**src/rtl/beacon_ssid_rewriter_top_macros.svh**
```systemverilog
// assertion macros shared by the rtl
`ifndef BEACON_SSID_REWRITER_TOP_MACROS_SVH
`define BEACON_SSID_REWRITER_TOP_MACROS_SVH

// implication checked at every rising clock edge outside reset
`define BSR_ASSERT_IMP(label, ante, cons) \
  label: assert property (@(posedge clk_i) disable iff (!rst_ni) (ante) |-> (cons)) \
    else $error("bsr assertion failed");

// next-cycle implication checked outside reset
`define BSR_ASSERT_NEXT(label, ante, cons) \
  label: assert property (@(posedge clk_i) disable iff (!rst_ni) (ante) |=> (cons)) \
    else $error("bsr assertion failed");

`endif

```
**src/rtl/bsr_pkg.sv**
```systemverilog
`timescale 1ns / 1ps
package bsr_pkg;

  localparam int unsigned MAX_SSID_BYTES = 32;
  localparam int unsigned SSID_CNT_W     = $clog2(MAX_SSID_BYTES + 1);
  localparam int unsigned SSID_IDX_W     = (MAX_SSID_BYTES > 1) ? $clog2(MAX_SSID_BYTES) : 1;
  localparam int unsigned SSID_VEC_W     = MAX_SSID_BYTES * 8;

  localparam logic [15:0] POS_SAT     = 16'hffff;
  localparam logic [16:0] SSID_OFFSET = 17'd37;
  localparam logic [7:0]  FC_BEACON   = 8'h80;

  typedef enum logic [2:0] {
    CFG_SSID_LENGTH = 3'd0,
    CFG_SSID_0_7    = 3'd1,
    CFG_SSID_8_15   = 3'd2,
    CFG_SSID_16_23  = 3'd3,
    CFG_SSID_24_31  = 3'd4
  } cfg_idx_e;

  // what one consumed input byte asks of the output side
  typedef struct packed {
    logic                  has_result;
    logic [7:0]            byte_val;
    logic                  byte_valid;
    logic                  end_flag;
    logic                  fwd;
    logic                  insert;
    logic [SSID_CNT_W-1:0] ins_cnt;
    logic                  ins_end;
    logic                  ins_fwd;
  } bsr_action_t;

  typedef struct packed {
    logic take_item;
    logic busy;
  } bsr_emit_status_t;

endpackage

```
**src/rtl/bsr_parser.sv**
```systemverilog
`timescale 1ns / 1ps
module bsr_parser (
  input  logic                          clk_i,
  input  logic                          rst_ni,
  input  logic                          consume_i,
  input  logic [7:0]                    frame_byte_i,
  input  logic                          frame_end_i,
  input  logic [bsr_pkg::SSID_CNT_W-1:0] ssid_len_i,
  output bsr_pkg::bsr_action_t          act_o
);
  import bsr_pkg::*;

  logic [15:0] pos_q, pos_d;
  logic [15:0] rt_len_q, rt_len_d;
  logic        version_ok_q, version_ok_d;
  logic        is_beacon_q, is_beacon_d;
  logic        fc_ok_q, fc_ok_d;
  logic [7:0]  lead0_q, lead0_d;
  logic [7:0]  lead1_q, lead1_d;
  logic [7:0]  drop_q, drop_d;

  logic                  late;
  logic                  do_insert;
  logic                  dropping;
  logic [SSID_CNT_W-1:0] cnt;
  logic [15:0]           rt_new;

  always_comb begin
    late         = (pos_q == POS_SAT);
    dropping     = (drop_q != 8'd0);
    version_ok_d = version_ok_q;
    is_beacon_d  = is_beacon_q;
    fc_ok_d      = fc_ok_q;
    lead0_d      = lead0_q;
    lead1_d      = lead1_q;
    rt_new       = rt_len_q;

    if (!late) begin
      if (pos_q == 16'd0) begin
        version_ok_d = (frame_byte_i == 8'd0);
        lead0_d      = frame_byte_i;
      end else if (pos_q == 16'd1) begin
        lead1_d = frame_byte_i;
      end else if (pos_q == 16'd2) begin
        rt_new = {8'd0, frame_byte_i};
      end else if (pos_q == 16'd3) begin
        rt_new = {frame_byte_i, rt_len_q[7:0]};
        // zero-length radiotap: frame control overlaps the header
        if (rt_new == 16'd0) begin
          is_beacon_d = (lead0_q == FC_BEACON) && (lead1_q == 8'd0);
        end
      end else begin
        if (pos_q == rt_len_q) begin
          fc_ok_d = (frame_byte_i == FC_BEACON);
        end
        if ({1'b0, pos_q} == {1'b0, rt_len_q} + 17'd1) begin
          is_beacon_d = fc_ok_q && (frame_byte_i == 8'd0);
        end
      end
    end

    cnt = (ssid_len_i > SSID_CNT_W'(MAX_SSID_BYTES)) ? SSID_CNT_W'(MAX_SSID_BYTES)
                                                    : ssid_len_i;
    do_insert = !dropping && !late && (pos_q >= 16'd4) && is_beacon_d && version_ok_d
                && ({1'b0, pos_q} == {1'b0, rt_new} + SSID_OFFSET);

    drop_d = dropping ? (drop_q - 8'd1) : (do_insert ? frame_byte_i : drop_q);

    act_o.has_result = !dropping || frame_end_i;
    act_o.byte_valid = !dropping;
    act_o.byte_val   = dropping ? 8'd0 : (do_insert ? 8'(cnt) : frame_byte_i);
    act_o.insert     = do_insert && (cnt != '0);
    act_o.end_flag   = frame_end_i && !act_o.insert;
    act_o.fwd        = act_o.end_flag && is_beacon_d;
    act_o.ins_cnt    = cnt;
    act_o.ins_end    = frame_end_i;
    act_o.ins_fwd    = is_beacon_d;

    rt_len_d = late ? rt_len_q : rt_new;
    pos_d    = late ? pos_q : (pos_q + 16'd1);

    if (frame_end_i) begin
      pos_d        = 16'd0;
      rt_len_d     = 16'd0;
      version_ok_d = 1'b0;
      is_beacon_d  = 1'b0;
      fc_ok_d      = 1'b0;
      lead0_d      = 8'd0;
      lead1_d      = 8'd0;
      drop_d       = 8'd0;
    end
  end

  always_ff @(posedge clk_i or negedge rst_ni) begin
    if (!rst_ni) begin
      pos_q        <= 16'd0;
      rt_len_q     <= 16'd0;
      version_ok_q <= 1'b0;
      is_beacon_q  <= 1'b0;
      fc_ok_q      <= 1'b0;
      lead0_q      <= 8'd0;
      lead1_q      <= 8'd0;
      drop_q       <= 8'd0;
    end else if (consume_i) begin
      pos_q        <= pos_d;
      rt_len_q     <= rt_len_d;
      version_ok_q <= version_ok_d;
      is_beacon_q  <= is_beacon_d;
      fc_ok_q      <= fc_ok_d;
      lead0_q      <= lead0_d;
      lead1_q      <= lead1_d;
      drop_q       <= drop_d;
    end
  end

endmodule

```
**src/rtl/bsr_emitter.sv**
```systemverilog
`timescale 1ns / 1ps
module bsr_emitter (
  input  logic                           clk_i,
  input  logic                           rst_ni,
  input  logic                           consume_i,
  input  bsr_pkg::bsr_action_t           act_i,
  input  logic [bsr_pkg::SSID_VEC_W-1:0] ssid_i,
  input  logic                           out_stall_i,
  output logic                           out_valid_o,
  output logic [7:0]                     out_byte_o,
  output logic                           out_byte_valid_o,
  output logic                           out_end_o,
  output logic                           forward_frame_o,
  output bsr_pkg::bsr_emit_status_t      status_o
);
  import bsr_pkg::*;

  logic                  out_valid_q, out_valid_d;
  logic [7:0]            byte_q, byte_d;
  logic                  byte_valid_q, byte_valid_d;
  logic                  end_q, end_d;
  logic                  fwd_q, fwd_d;
  logic [SSID_CNT_W-1:0] ins_left_q, ins_left_d;
  logic [SSID_IDX_W-1:0] ins_idx_q, ins_idx_d;
  logic                  ins_end_q, ins_end_d;
  logic                  ins_fwd_q, ins_fwd_d;

  logic ready;
  logic busy;
  logic last_ins;

  assign ready    = !out_valid_q || !out_stall_i;
  assign busy     = (ins_left_q != '0);
  assign last_ins = (ins_left_q == SSID_CNT_W'(1));

  assign status_o.take_item = ready && !busy;
  assign status_o.busy      = busy;

  always_comb begin
    out_valid_d  = out_valid_q;
    byte_d       = byte_q;
    byte_valid_d = byte_valid_q;
    end_d        = end_q;
    fwd_d        = fwd_q;
    ins_left_d   = ins_left_q;
    ins_idx_d    = ins_idx_q;
    ins_end_d    = ins_end_q;
    ins_fwd_d    = ins_fwd_q;

    if (ready) begin
      out_valid_d = 1'b0;
      if (busy) begin
        // replacement ssid bytes, one per transfer
        out_valid_d  = 1'b1;
        byte_d       = ssid_i[{ins_idx_q, 3'b000} +: 8];
        byte_valid_d = 1'b1;
        end_d        = ins_end_q && last_ins;
        fwd_d        = ins_end_q && last_ins && ins_fwd_q;
        ins_left_d   = ins_left_q - SSID_CNT_W'(1);
        ins_idx_d    = ins_idx_q + SSID_IDX_W'(1);
      end else if (consume_i && act_i.has_result) begin
        out_valid_d  = 1'b1;
        byte_d       = act_i.byte_val;
        byte_valid_d = act_i.byte_valid;
        end_d        = act_i.end_flag;
        fwd_d        = act_i.fwd;
        ins_left_d   = act_i.insert ? act_i.ins_cnt : '0;
        ins_idx_d    = '0;
        ins_end_d    = act_i.ins_end;
        ins_fwd_d    = act_i.ins_fwd;
      end
    end
  end

  always_ff @(posedge clk_i or negedge rst_ni) begin
    if (!rst_ni) begin
      out_valid_q <= 1'b0;
      ins_left_q  <= '0;
    end else begin
      out_valid_q <= out_valid_d;
      ins_left_q  <= ins_left_d;
    end
  end

  always_ff @(posedge clk_i) begin
    byte_q       <= byte_d;
    byte_valid_q <= byte_valid_d;
    end_q        <= end_d;
    fwd_q        <= fwd_d;
    ins_idx_q    <= ins_idx_d;
    ins_end_q    <= ins_end_d;
    ins_fwd_q    <= ins_fwd_d;
  end

  assign out_valid_o      = out_valid_q;
  assign out_byte_o       = byte_q;
  assign out_byte_valid_o = byte_valid_q;
  assign out_end_o        = end_q;
  assign forward_frame_o  = fwd_q;

endmodule

```
**src/rtl/beacon_ssid_rewriter_top.sv**
```systemverilog
`timescale 1ns / 1ps
// Beacon SSID rewriter: frame bytes go in one per transfer and come out one per cycle
// unless the output stalls, through an input register and then a result register. At the
// SSID length byte of a version 0 beacon the block emits the configured length and then
// the configured SSID bytes, one per cycle through the single result register unless the
// output stalls, and input is stalled while the replacement bytes (0 to 32) go out;
// original SSID bytes are swallowed without producing output. Every frame ends with one
// result flagged out_end, whose forward_frame says whether the frame is a beacon to keep;
// if the last byte was swallowed that result is a bare marker with out_byte_valid low.
// Write the configuration only while the block is idle; a write takes effect at once.
`include "beacon_ssid_rewriter_top_macros.svh"
module beacon_ssid_rewriter_top (
  input  logic        clk_i,
  input  logic        rst_ni,
  input  logic        cfg_we_i,
  input  logic [2:0]  cfg_index_i,
  input  logic [63:0] cfg_wdata_i,
  input  logic        in_valid_i,
  output logic        in_stall_o,
  input  logic [7:0]  frame_byte_i,
  input  logic        frame_end_i,
  output logic        out_valid_o,
  input  logic        out_stall_i,
  output logic [7:0]  out_byte_o,
  output logic        out_byte_valid_o,
  output logic        out_end_o,
  output logic        forward_frame_o
);
  import bsr_pkg::*;

  logic [5:0]        ssid_len_q;
  logic [3:0][63:0]  ssid_q;

  logic              in_valid_q;
  logic [7:0]        in_byte_q;
  logic              in_end_q;

  logic              consume;
  logic              in_take;
  bsr_action_t       act;
  bsr_emit_status_t  emit_st;

  always_ff @(posedge clk_i or negedge rst_ni) begin
    if (!rst_ni) begin
      ssid_len_q <= 6'd0;
      ssid_q     <= '0;
    end else if (cfg_we_i) begin
      unique case (cfg_index_i)
        CFG_SSID_LENGTH: ssid_len_q <= cfg_wdata_i[5:0];
        CFG_SSID_0_7:    ssid_q[0]  <= cfg_wdata_i;
        CFG_SSID_8_15:   ssid_q[1]  <= cfg_wdata_i;
        CFG_SSID_16_23:  ssid_q[2]  <= cfg_wdata_i;
        CFG_SSID_24_31:  ssid_q[3]  <= cfg_wdata_i;
        default: ;
      endcase
    end
  end

  assign consume    = in_valid_q && emit_st.take_item;
  assign in_stall_o = in_valid_q && !consume;
  assign in_take    = in_valid_i && !in_stall_o;

  always_ff @(posedge clk_i or negedge rst_ni) begin
    if (!rst_ni) begin
      in_valid_q <= 1'b0;
    end else if (!in_stall_o) begin
      in_valid_q <= in_valid_i;
    end
  end

  always_ff @(posedge clk_i) begin
    if (in_take) begin
      in_byte_q <= frame_byte_i;
      in_end_q  <= frame_end_i;
    end
  end

  bsr_parser u_parser (
    .clk_i        (clk_i),
    .rst_ni       (rst_ni),
    .consume_i    (consume),
    .frame_byte_i (in_byte_q),
    .frame_end_i  (in_end_q),
    .ssid_len_i   (SSID_CNT_W'(ssid_len_q)),
    .act_o        (act)
  );

  bsr_emitter u_emitter (
    .clk_i            (clk_i),
    .rst_ni           (rst_ni),
    .consume_i        (consume),
    .act_i            (act),
    .ssid_i           (SSID_VEC_W'(ssid_q)),
    .out_stall_i      (out_stall_i),
    .out_valid_o      (out_valid_o),
    .out_byte_o       (out_byte_o),
    .out_byte_valid_o (out_byte_valid_o),
    .out_end_o        (out_end_o),
    .forward_frame_o  (forward_frame_o),
    .status_o         (emit_st)
  );

  // no new byte is taken from the input register while ssid bytes are going out
  `BSR_ASSERT_IMP(a_no_take_while_inserting, emit_st.busy, !consume)
  // a bare end marker is only ever the frame's last result
  `BSR_ASSERT_IMP(a_bare_marker_ends, out_valid_o && !out_byte_valid_o, out_end_o)
  // forward flag only rides on the end result
  `BSR_ASSERT_IMP(a_fwd_on_end, out_valid_o && forward_frame_o, out_end_o)
  // an insertion always leaves a result in the output register
  `BSR_ASSERT_NEXT(a_insert_emits, consume && act.insert, out_valid_o && emit_st.busy)

endmodule

```
**config.mk**
```make
export PLATFORM = sky130hd
export DESIGN_NAME = beacon_ssid_rewriter_top
export DESIGN_NICKNAME = d
export VERILOG_FILES = /design/src/rtl/bsr_pkg.sv /design/src/rtl/bsr_parser.sv /design/src/rtl/bsr_emitter.sv /design/src/rtl/beacon_ssid_rewriter_top.sv
export VERILOG_INCLUDE_DIRS = /design/src /design/src/rtl
export SDC_FILE = /design/constraint.sdc
export NUM_CORES = 1
export LEC_CHECK = 0
export BUFFER_PORTS_ARGS = -buffer_cell sky130_fd_sc_hd__buf_2
export CAP_MARGIN = 40
export CORE_MARGIN = 2
export CORE_UTILIZATION = 67
export CTS_CLUSTER_SIZE = 40
export DETAILED_ROUTE_END_ITERATION = 8
export HOLD_SLACK_MARGIN = 0.08
export PLACE_DENSITY = 0.86
export SYNTH_ARGS = -nofsm -noshare
export SYNTH_HDL_FRONTEND = slang
export SYNTH_HIERARCHICAL = 1
export SYNTH_SLANG_ARGS = --single-unit
```
**constraint.sdc**
```tcl
create_clock -name clk_i -period 7.6 [get_ports clk_i]
set_input_delay 0.38 -clock clk_i [delete_from_list [all_inputs] [get_ports clk_i]]
set_output_delay 0.38 -clock clk_i [all_outputs]
set_load 0.02 [all_outputs]
```
======== Word-level counts from Yosys, hierarchy flattened ========
Cells that the tools add are included.
word-level totals
  flip-flop bits (word level) ............. 356
  input bits .............................. 81
  output and inout bits ................... 13
  word-level logic and storage cells ...... 160
cells by class
  $add $sub $neg .......................... 6
  $lt $le $gt $ge ......................... 2
  eq/ne operators ......................... 19
  shift operators ......................... 1
  multiplexer cells ....................... 54
  bitwise gates (word level) .............. 1
  reductions and logical operators ........ 52
operators with widths
  kind                                                                    count
  256-bit by 9-bit indexed part select with 8-bit output                  1
  16-bit two-way mux                                                      9
  8-bit two-way mux                                                       14
  16-bit by 17-bit equality test with 1-bit output                        2
  16-bit by 2-bit equality test with 1-bit output, second input constant  2
  16-bit zero test                                                        2
  1-bit two-way mux                                                       25
  6-bit two-way mux                                                       4
  16-bit by 1-bit adder with 17-bit output, second input constant         1
  16-bit by 6-bit adder with 17-bit output, second input constant         1
  1-bit logical AND                                                       17
  16-bit by 1-bit adder with 16-bit output, second input constant         1
  16-bit by 1-bit equality test with 1-bit output, second input constant  1
  16-bit equality test                                                    1
  16-bit equality test, second input constant                             1
  8-bit equality test, second input constant                              2
  16-bit by 3-bit >= comparator with 1-bit output, second input constant  1
  8-bit zero test                                                         2
  2-bit AND reduction                                                     8
  6-bit nonzero test                                                      2
  5-bit two-way mux                                                       2
  2-bit != test, second input constant                                    5
  1-bit zero test                                                         8
  2-bit nonzero test                                                      4
  other kinds (16)                                                        19

======== Logic depth before layout (Yosys ltp) ========
  word-level depth ........................ 17
  gate-level depth with buffers ........... 23
  depth with buffers taken out ............ 21

======== Cells and area by module ========
Netlist, hierarchy kept.
modules (own cells, without submodules)
  module                    times used  cells an instance  area an instance (µm²)  seq. area each (µm²)
  beacon_ssid_rewriter_top  1           572                10163.5                 6851.6
  bsr_parser                1           679                5312.6                  1476.4
  bsr_emitter               1           345                3362.0                  715.7

======== Least setup slack after synthesis ========
Ideal clock, no wire load.
  path kind ............................... register -> register
  from .................................... register u_parser.pos_q[0]
  to ...................................... register u_emitter.fwd_q, in the netlist u_emitter/forward_frame_o, data pin
  setup time .............................. 0.255 ns
  arrival time ............................ 4.456 ns
  required time ........................... 7.345 ns
  setup slack ............................. 2.890 ns
  cell stages (with the launch flop) ...... 24
  path buffers ............................ 2
  clock period less this slack ............ 4.710 ns
  cells stage by stage .................... dfrtp_1 clkbuf_1 inv_1 ha_1 nor2_1 nand2_1 nor2_1 buf_2 nand2_1 o21ai_0 ha_1 nor2_1 nor2_1 nor2_1 mux2i_1 nand3_1 xor2_1 or3_1 nor4_1 nor4b_2 and3b_1 nand2_1 o21ai_0 and2_1
RTL lines
  element                   RTL line           RTL
  start: declaration        bsr_parser.sv:13   logic [15:0] pos_q, pos_d;
  start signal: assignment  bsr_parser.sv:105  pos_q <= pos_d;
  end signal: assignment    bsr_emitter.sv:89  fwd_q <= fwd_d;
  end: declaration          bsr_emitter.sv:22  logic fwd_q, fwd_d;

==> flow_summary.toml <==
[placement]
hpwlAfterDp_um = 35400
port_buffers = 93
detailedPlace.worstSlack_ns = 2.09
placed_cell_area_um2 = 19300
place.gp.congestion = 0.955
place_inst = 1967

[sta]
final-setup-viol-count = 0
fin_crit_sh_pct = 74.5
drv_slew = 0
hold_viol = 0
hold_ws_ns = 0.115
rsz0062_at_grt = "no"
finalSetupTns_ns = 0
max_freq_ghz = 0.177
max_slew_margin_pct = 28.9
fin_ws_ns = 1.94
fin_skew_ns = 0.0209
min_period_ns = 5.66
worst_slew_pin_slew_ns = 1.07

[final_layout]
drive_gt1_share_pct = 29.5
post-route-cell-area_um2 = 20800
final.fill_count = 1726
final_util_pct = 74.9
fin_cells = 2049
final_nets = 1733
areaGrowthSynthToFinish_pct = 10.2

[route]
wirelength_um = 53900
vias = 13900
drt_first_pass_iters = 5
ant_nets = 0
initialDrtViolationCount = 1418
remaining_drc_errors = 0
avgViaCountPerCell = 6.80
avgRoutedWirePerCell_um = 26.3

[min_path]
hold_end = "ssid_q[23]"
worstHoldPathCells = 2
min_from = "cfg_wdata_i[23]"
hp-class = "in2reg"

[setup_path]
critPathKind = "reg2reg"
r2r_setup_slack_ns = 1.94
r2r_start = "u_parser/pos_q[0]"
critPathRequiredTime_ns = 7.89
worst_ep_arrival_time_ns = 5.95
r2r_cells = 22
cpMostUsedCell = "nor2_1"
critPathMaxStageDelay_ns = 0.70
end_kind = "flip-flop"
cp-start-kind = "flip-flop"
cp_max_fo = 13
path_cells = "inv_1, ha_1, nor2_1, nand2_1, nor2_1, buf_4, nand2_1, o21ai_0, ha_1, nor2_1, nor2_1, nor2_1, mux2i_1, nand3_1, xor2_1, or3_1, nor4_1, nor4b_2, and3b_1, nand2_1, o21ai_0, and2_1"
worstReg2RegEnd = "u_emitter/forward_frame_o"
critPathSlowestCell = "nor4b_2"

[clock_network]
clkTransAtPathRegs_ns = 0.06
clkLatencyLatePin_ns = 0.55
clock-sinks = 356
cts_buffers = 38
cts_root_buffer = "clkbuf_16"
postCtsSetupRepairBufs = 0
ctsResizeCount = 0
cts_tree = "yes"
htreeDepth = 2
clockBufferDepth = 3

[global_route]
gr-total-overflow = 0
grt.total_usage_pct = 37.0
grt_util_met2_pct = 61.7
grt_pass1_vias = 14200
busiest_layer = "met2"
grt_pass1_wl_um = 82400
antenna_found_initial = 2
grt_util_met1_pct = 45.6
gr-usage-met3_pct = 5.91
grt_max_degree = 132

[die]
fp-row-count = 61
core_area_um2 = 27700
dieWidth_um = 172
start_util_pct = 68.0
design.die.area_um2 = 29500
dieHeight_um = 172
io_pins = 94

[power]
power_density_nw_per_um2 = 350
p_switching_mw = 2.66
combPwrFrac_pct = 34.6
worst_ir_drop_vdd_mv = 0.269
p_sw_share_pct = 36.6
power_frac_seq_pct = 38.1
p_clk_share_pct = 27.3
intPower_mw = 4.60
p_leak_nw = 8.85
p_total_mw = 7.26

[synth]
syn_area_per_cell_um2 = 11.8
ys_warn_count = 6
syn_inst = 1595
synth_fp_nets = 1688
syn_area_um2 = 18800

[run_status]
status = "complete, no violations"

[flow_run]
max-cap-violations = 0
==> layout by cell type, fill, tap and decap left out, types with 21 or more instances in the layout <==
cell       instances
buf_2             92
nand3_1           51
xor2_1            29
inv_1             22
dfrtp_1          329
edfxtp_1          27
nand2_1           83
o21ai_0           68
clkbuf_16         38
mux2_2           273
xnor2_1           21
nor2_1            59
mux2i_1          108
nand4_1           22
a21oi_1           48
a22oi_1           36
==> sequential cells by signal, summed over array words and instances, names as in the netlist <==
name	cells
u_emitter/forward_frame_o	1
in_end_q	1
u_parser/pos_q	16
u_parser/is_beacon_q	1
ssid_len_q	6
u_parser/lead0_q	8
u_emitter/out_valid_o	1
in_byte_q	8
u_parser/fc_ok_q	1
in_valid_q	1
u_emitter/ins_fwd_q	1
u_parser/drop_q	8
u_parser/rt_len_q	16
u_emitter/ins_left_q	6
u_emitter/ins_end_q	1
u_parser/lead1_q	8
u_emitter/ins_idx_q	5
u_parser/version_ok_q	1
u_emitter/out_byte_valid_o	1
ssid_q	256
u_emitter/out_byte_o	8
u_emitter/out_end_o	1
==> area by class of cell <==
type / count / area (µm²) / area share [%]
inverter: 24 / 90.1 / 0.434
tap: 378 / 473 / 2.28
antenna: 1 / 2.50 / 0.0121
timing repair buffer: 126 / 823 / 3.97
multi-input combinational: 1094 / 8980 / 43.3
sequential: 356 / 9040 / 43.6
clock buffer: 49 / 1020 / 4.93
clock inverter: 21 / 314 / 1.51
==> power groups by stage <==
| stage | combinational, mW | sequential, mW | clock (mW) |
|---|---|---|---|
| after floorplan | 1.77 | 2.62 | 0 |
| after global placement | 2.31 | 2.73 | 0 |
| after detailed placement | 2.39 | 2.77 | 0 |
| after CTS | 2.44 | 2.75 | 1.99 |
| after global routing | 2.64 | 2.81 | 2.07 |
| final | 2.52 | 2.76 | 1.98 |
==> layer usage <==
| metal | routed length [µm] | vias up | part of all wire [%] |
|---|---|---|---|
| met5 | 13 | - | 0.024 |
| met2 | 26100 | 773 | 48 |
| met1 | 20100 | 6919 | 37 |
| li1 | - | 6005 | - |
| met4 | 3770 | 2 | 7.0 |
| met3 | 3880 | 230 | 7.2 |
==> worst max-delay path by stage <==
| stage | end | from | depth (start not counted) | slack [ns] |
|---|---|---|---|---|
| after floorplan | u_emitter/forward_frame_o | u_parser/pos_q[0] | 23 | 2.89 |
| after global placement | u_emitter/forward_frame_o | u_parser/pos_q[2] | 20 | 2.19 |
| after detailed placement | u_emitter/forward_frame_o | u_parser/pos_q[0] | 22 | 2.09 |
| after CTS | u_emitter/forward_frame_o | u_parser/pos_q[3] | 20 | 2.03 |
| after global routing | u_emitter/forward_frame_o | u_parser/pos_q[0] | 22 | 1.49 |
| final | u_emitter/forward_frame_o | u_parser/pos_q[0] | 22 | 1.94 |
==> critical path: cells and delay by family, from the launching register on <==
family | cells | cell delay [ns]
AND/OR/NAND/NOR | 14 | 3.00
adder cells (fa/ha/maj) | 2 | 0.60
flip-flops | 1 | 0.55
multiplexers | 1 | 0.45
buffers and inverters | 2 | 0.37
AO/OA/AOI/OAI | 2 | 0.27
XOR/XNOR | 1 | 0.19
==> what timing repair did <==
action | in CTS | in global routing
hold buffers | 11 | 0
setup endpoints to repair | 0 | 0
endpoints found under the hold margin | 138 | 0
No activity file was read; power rests on OpenSTA's default activity.
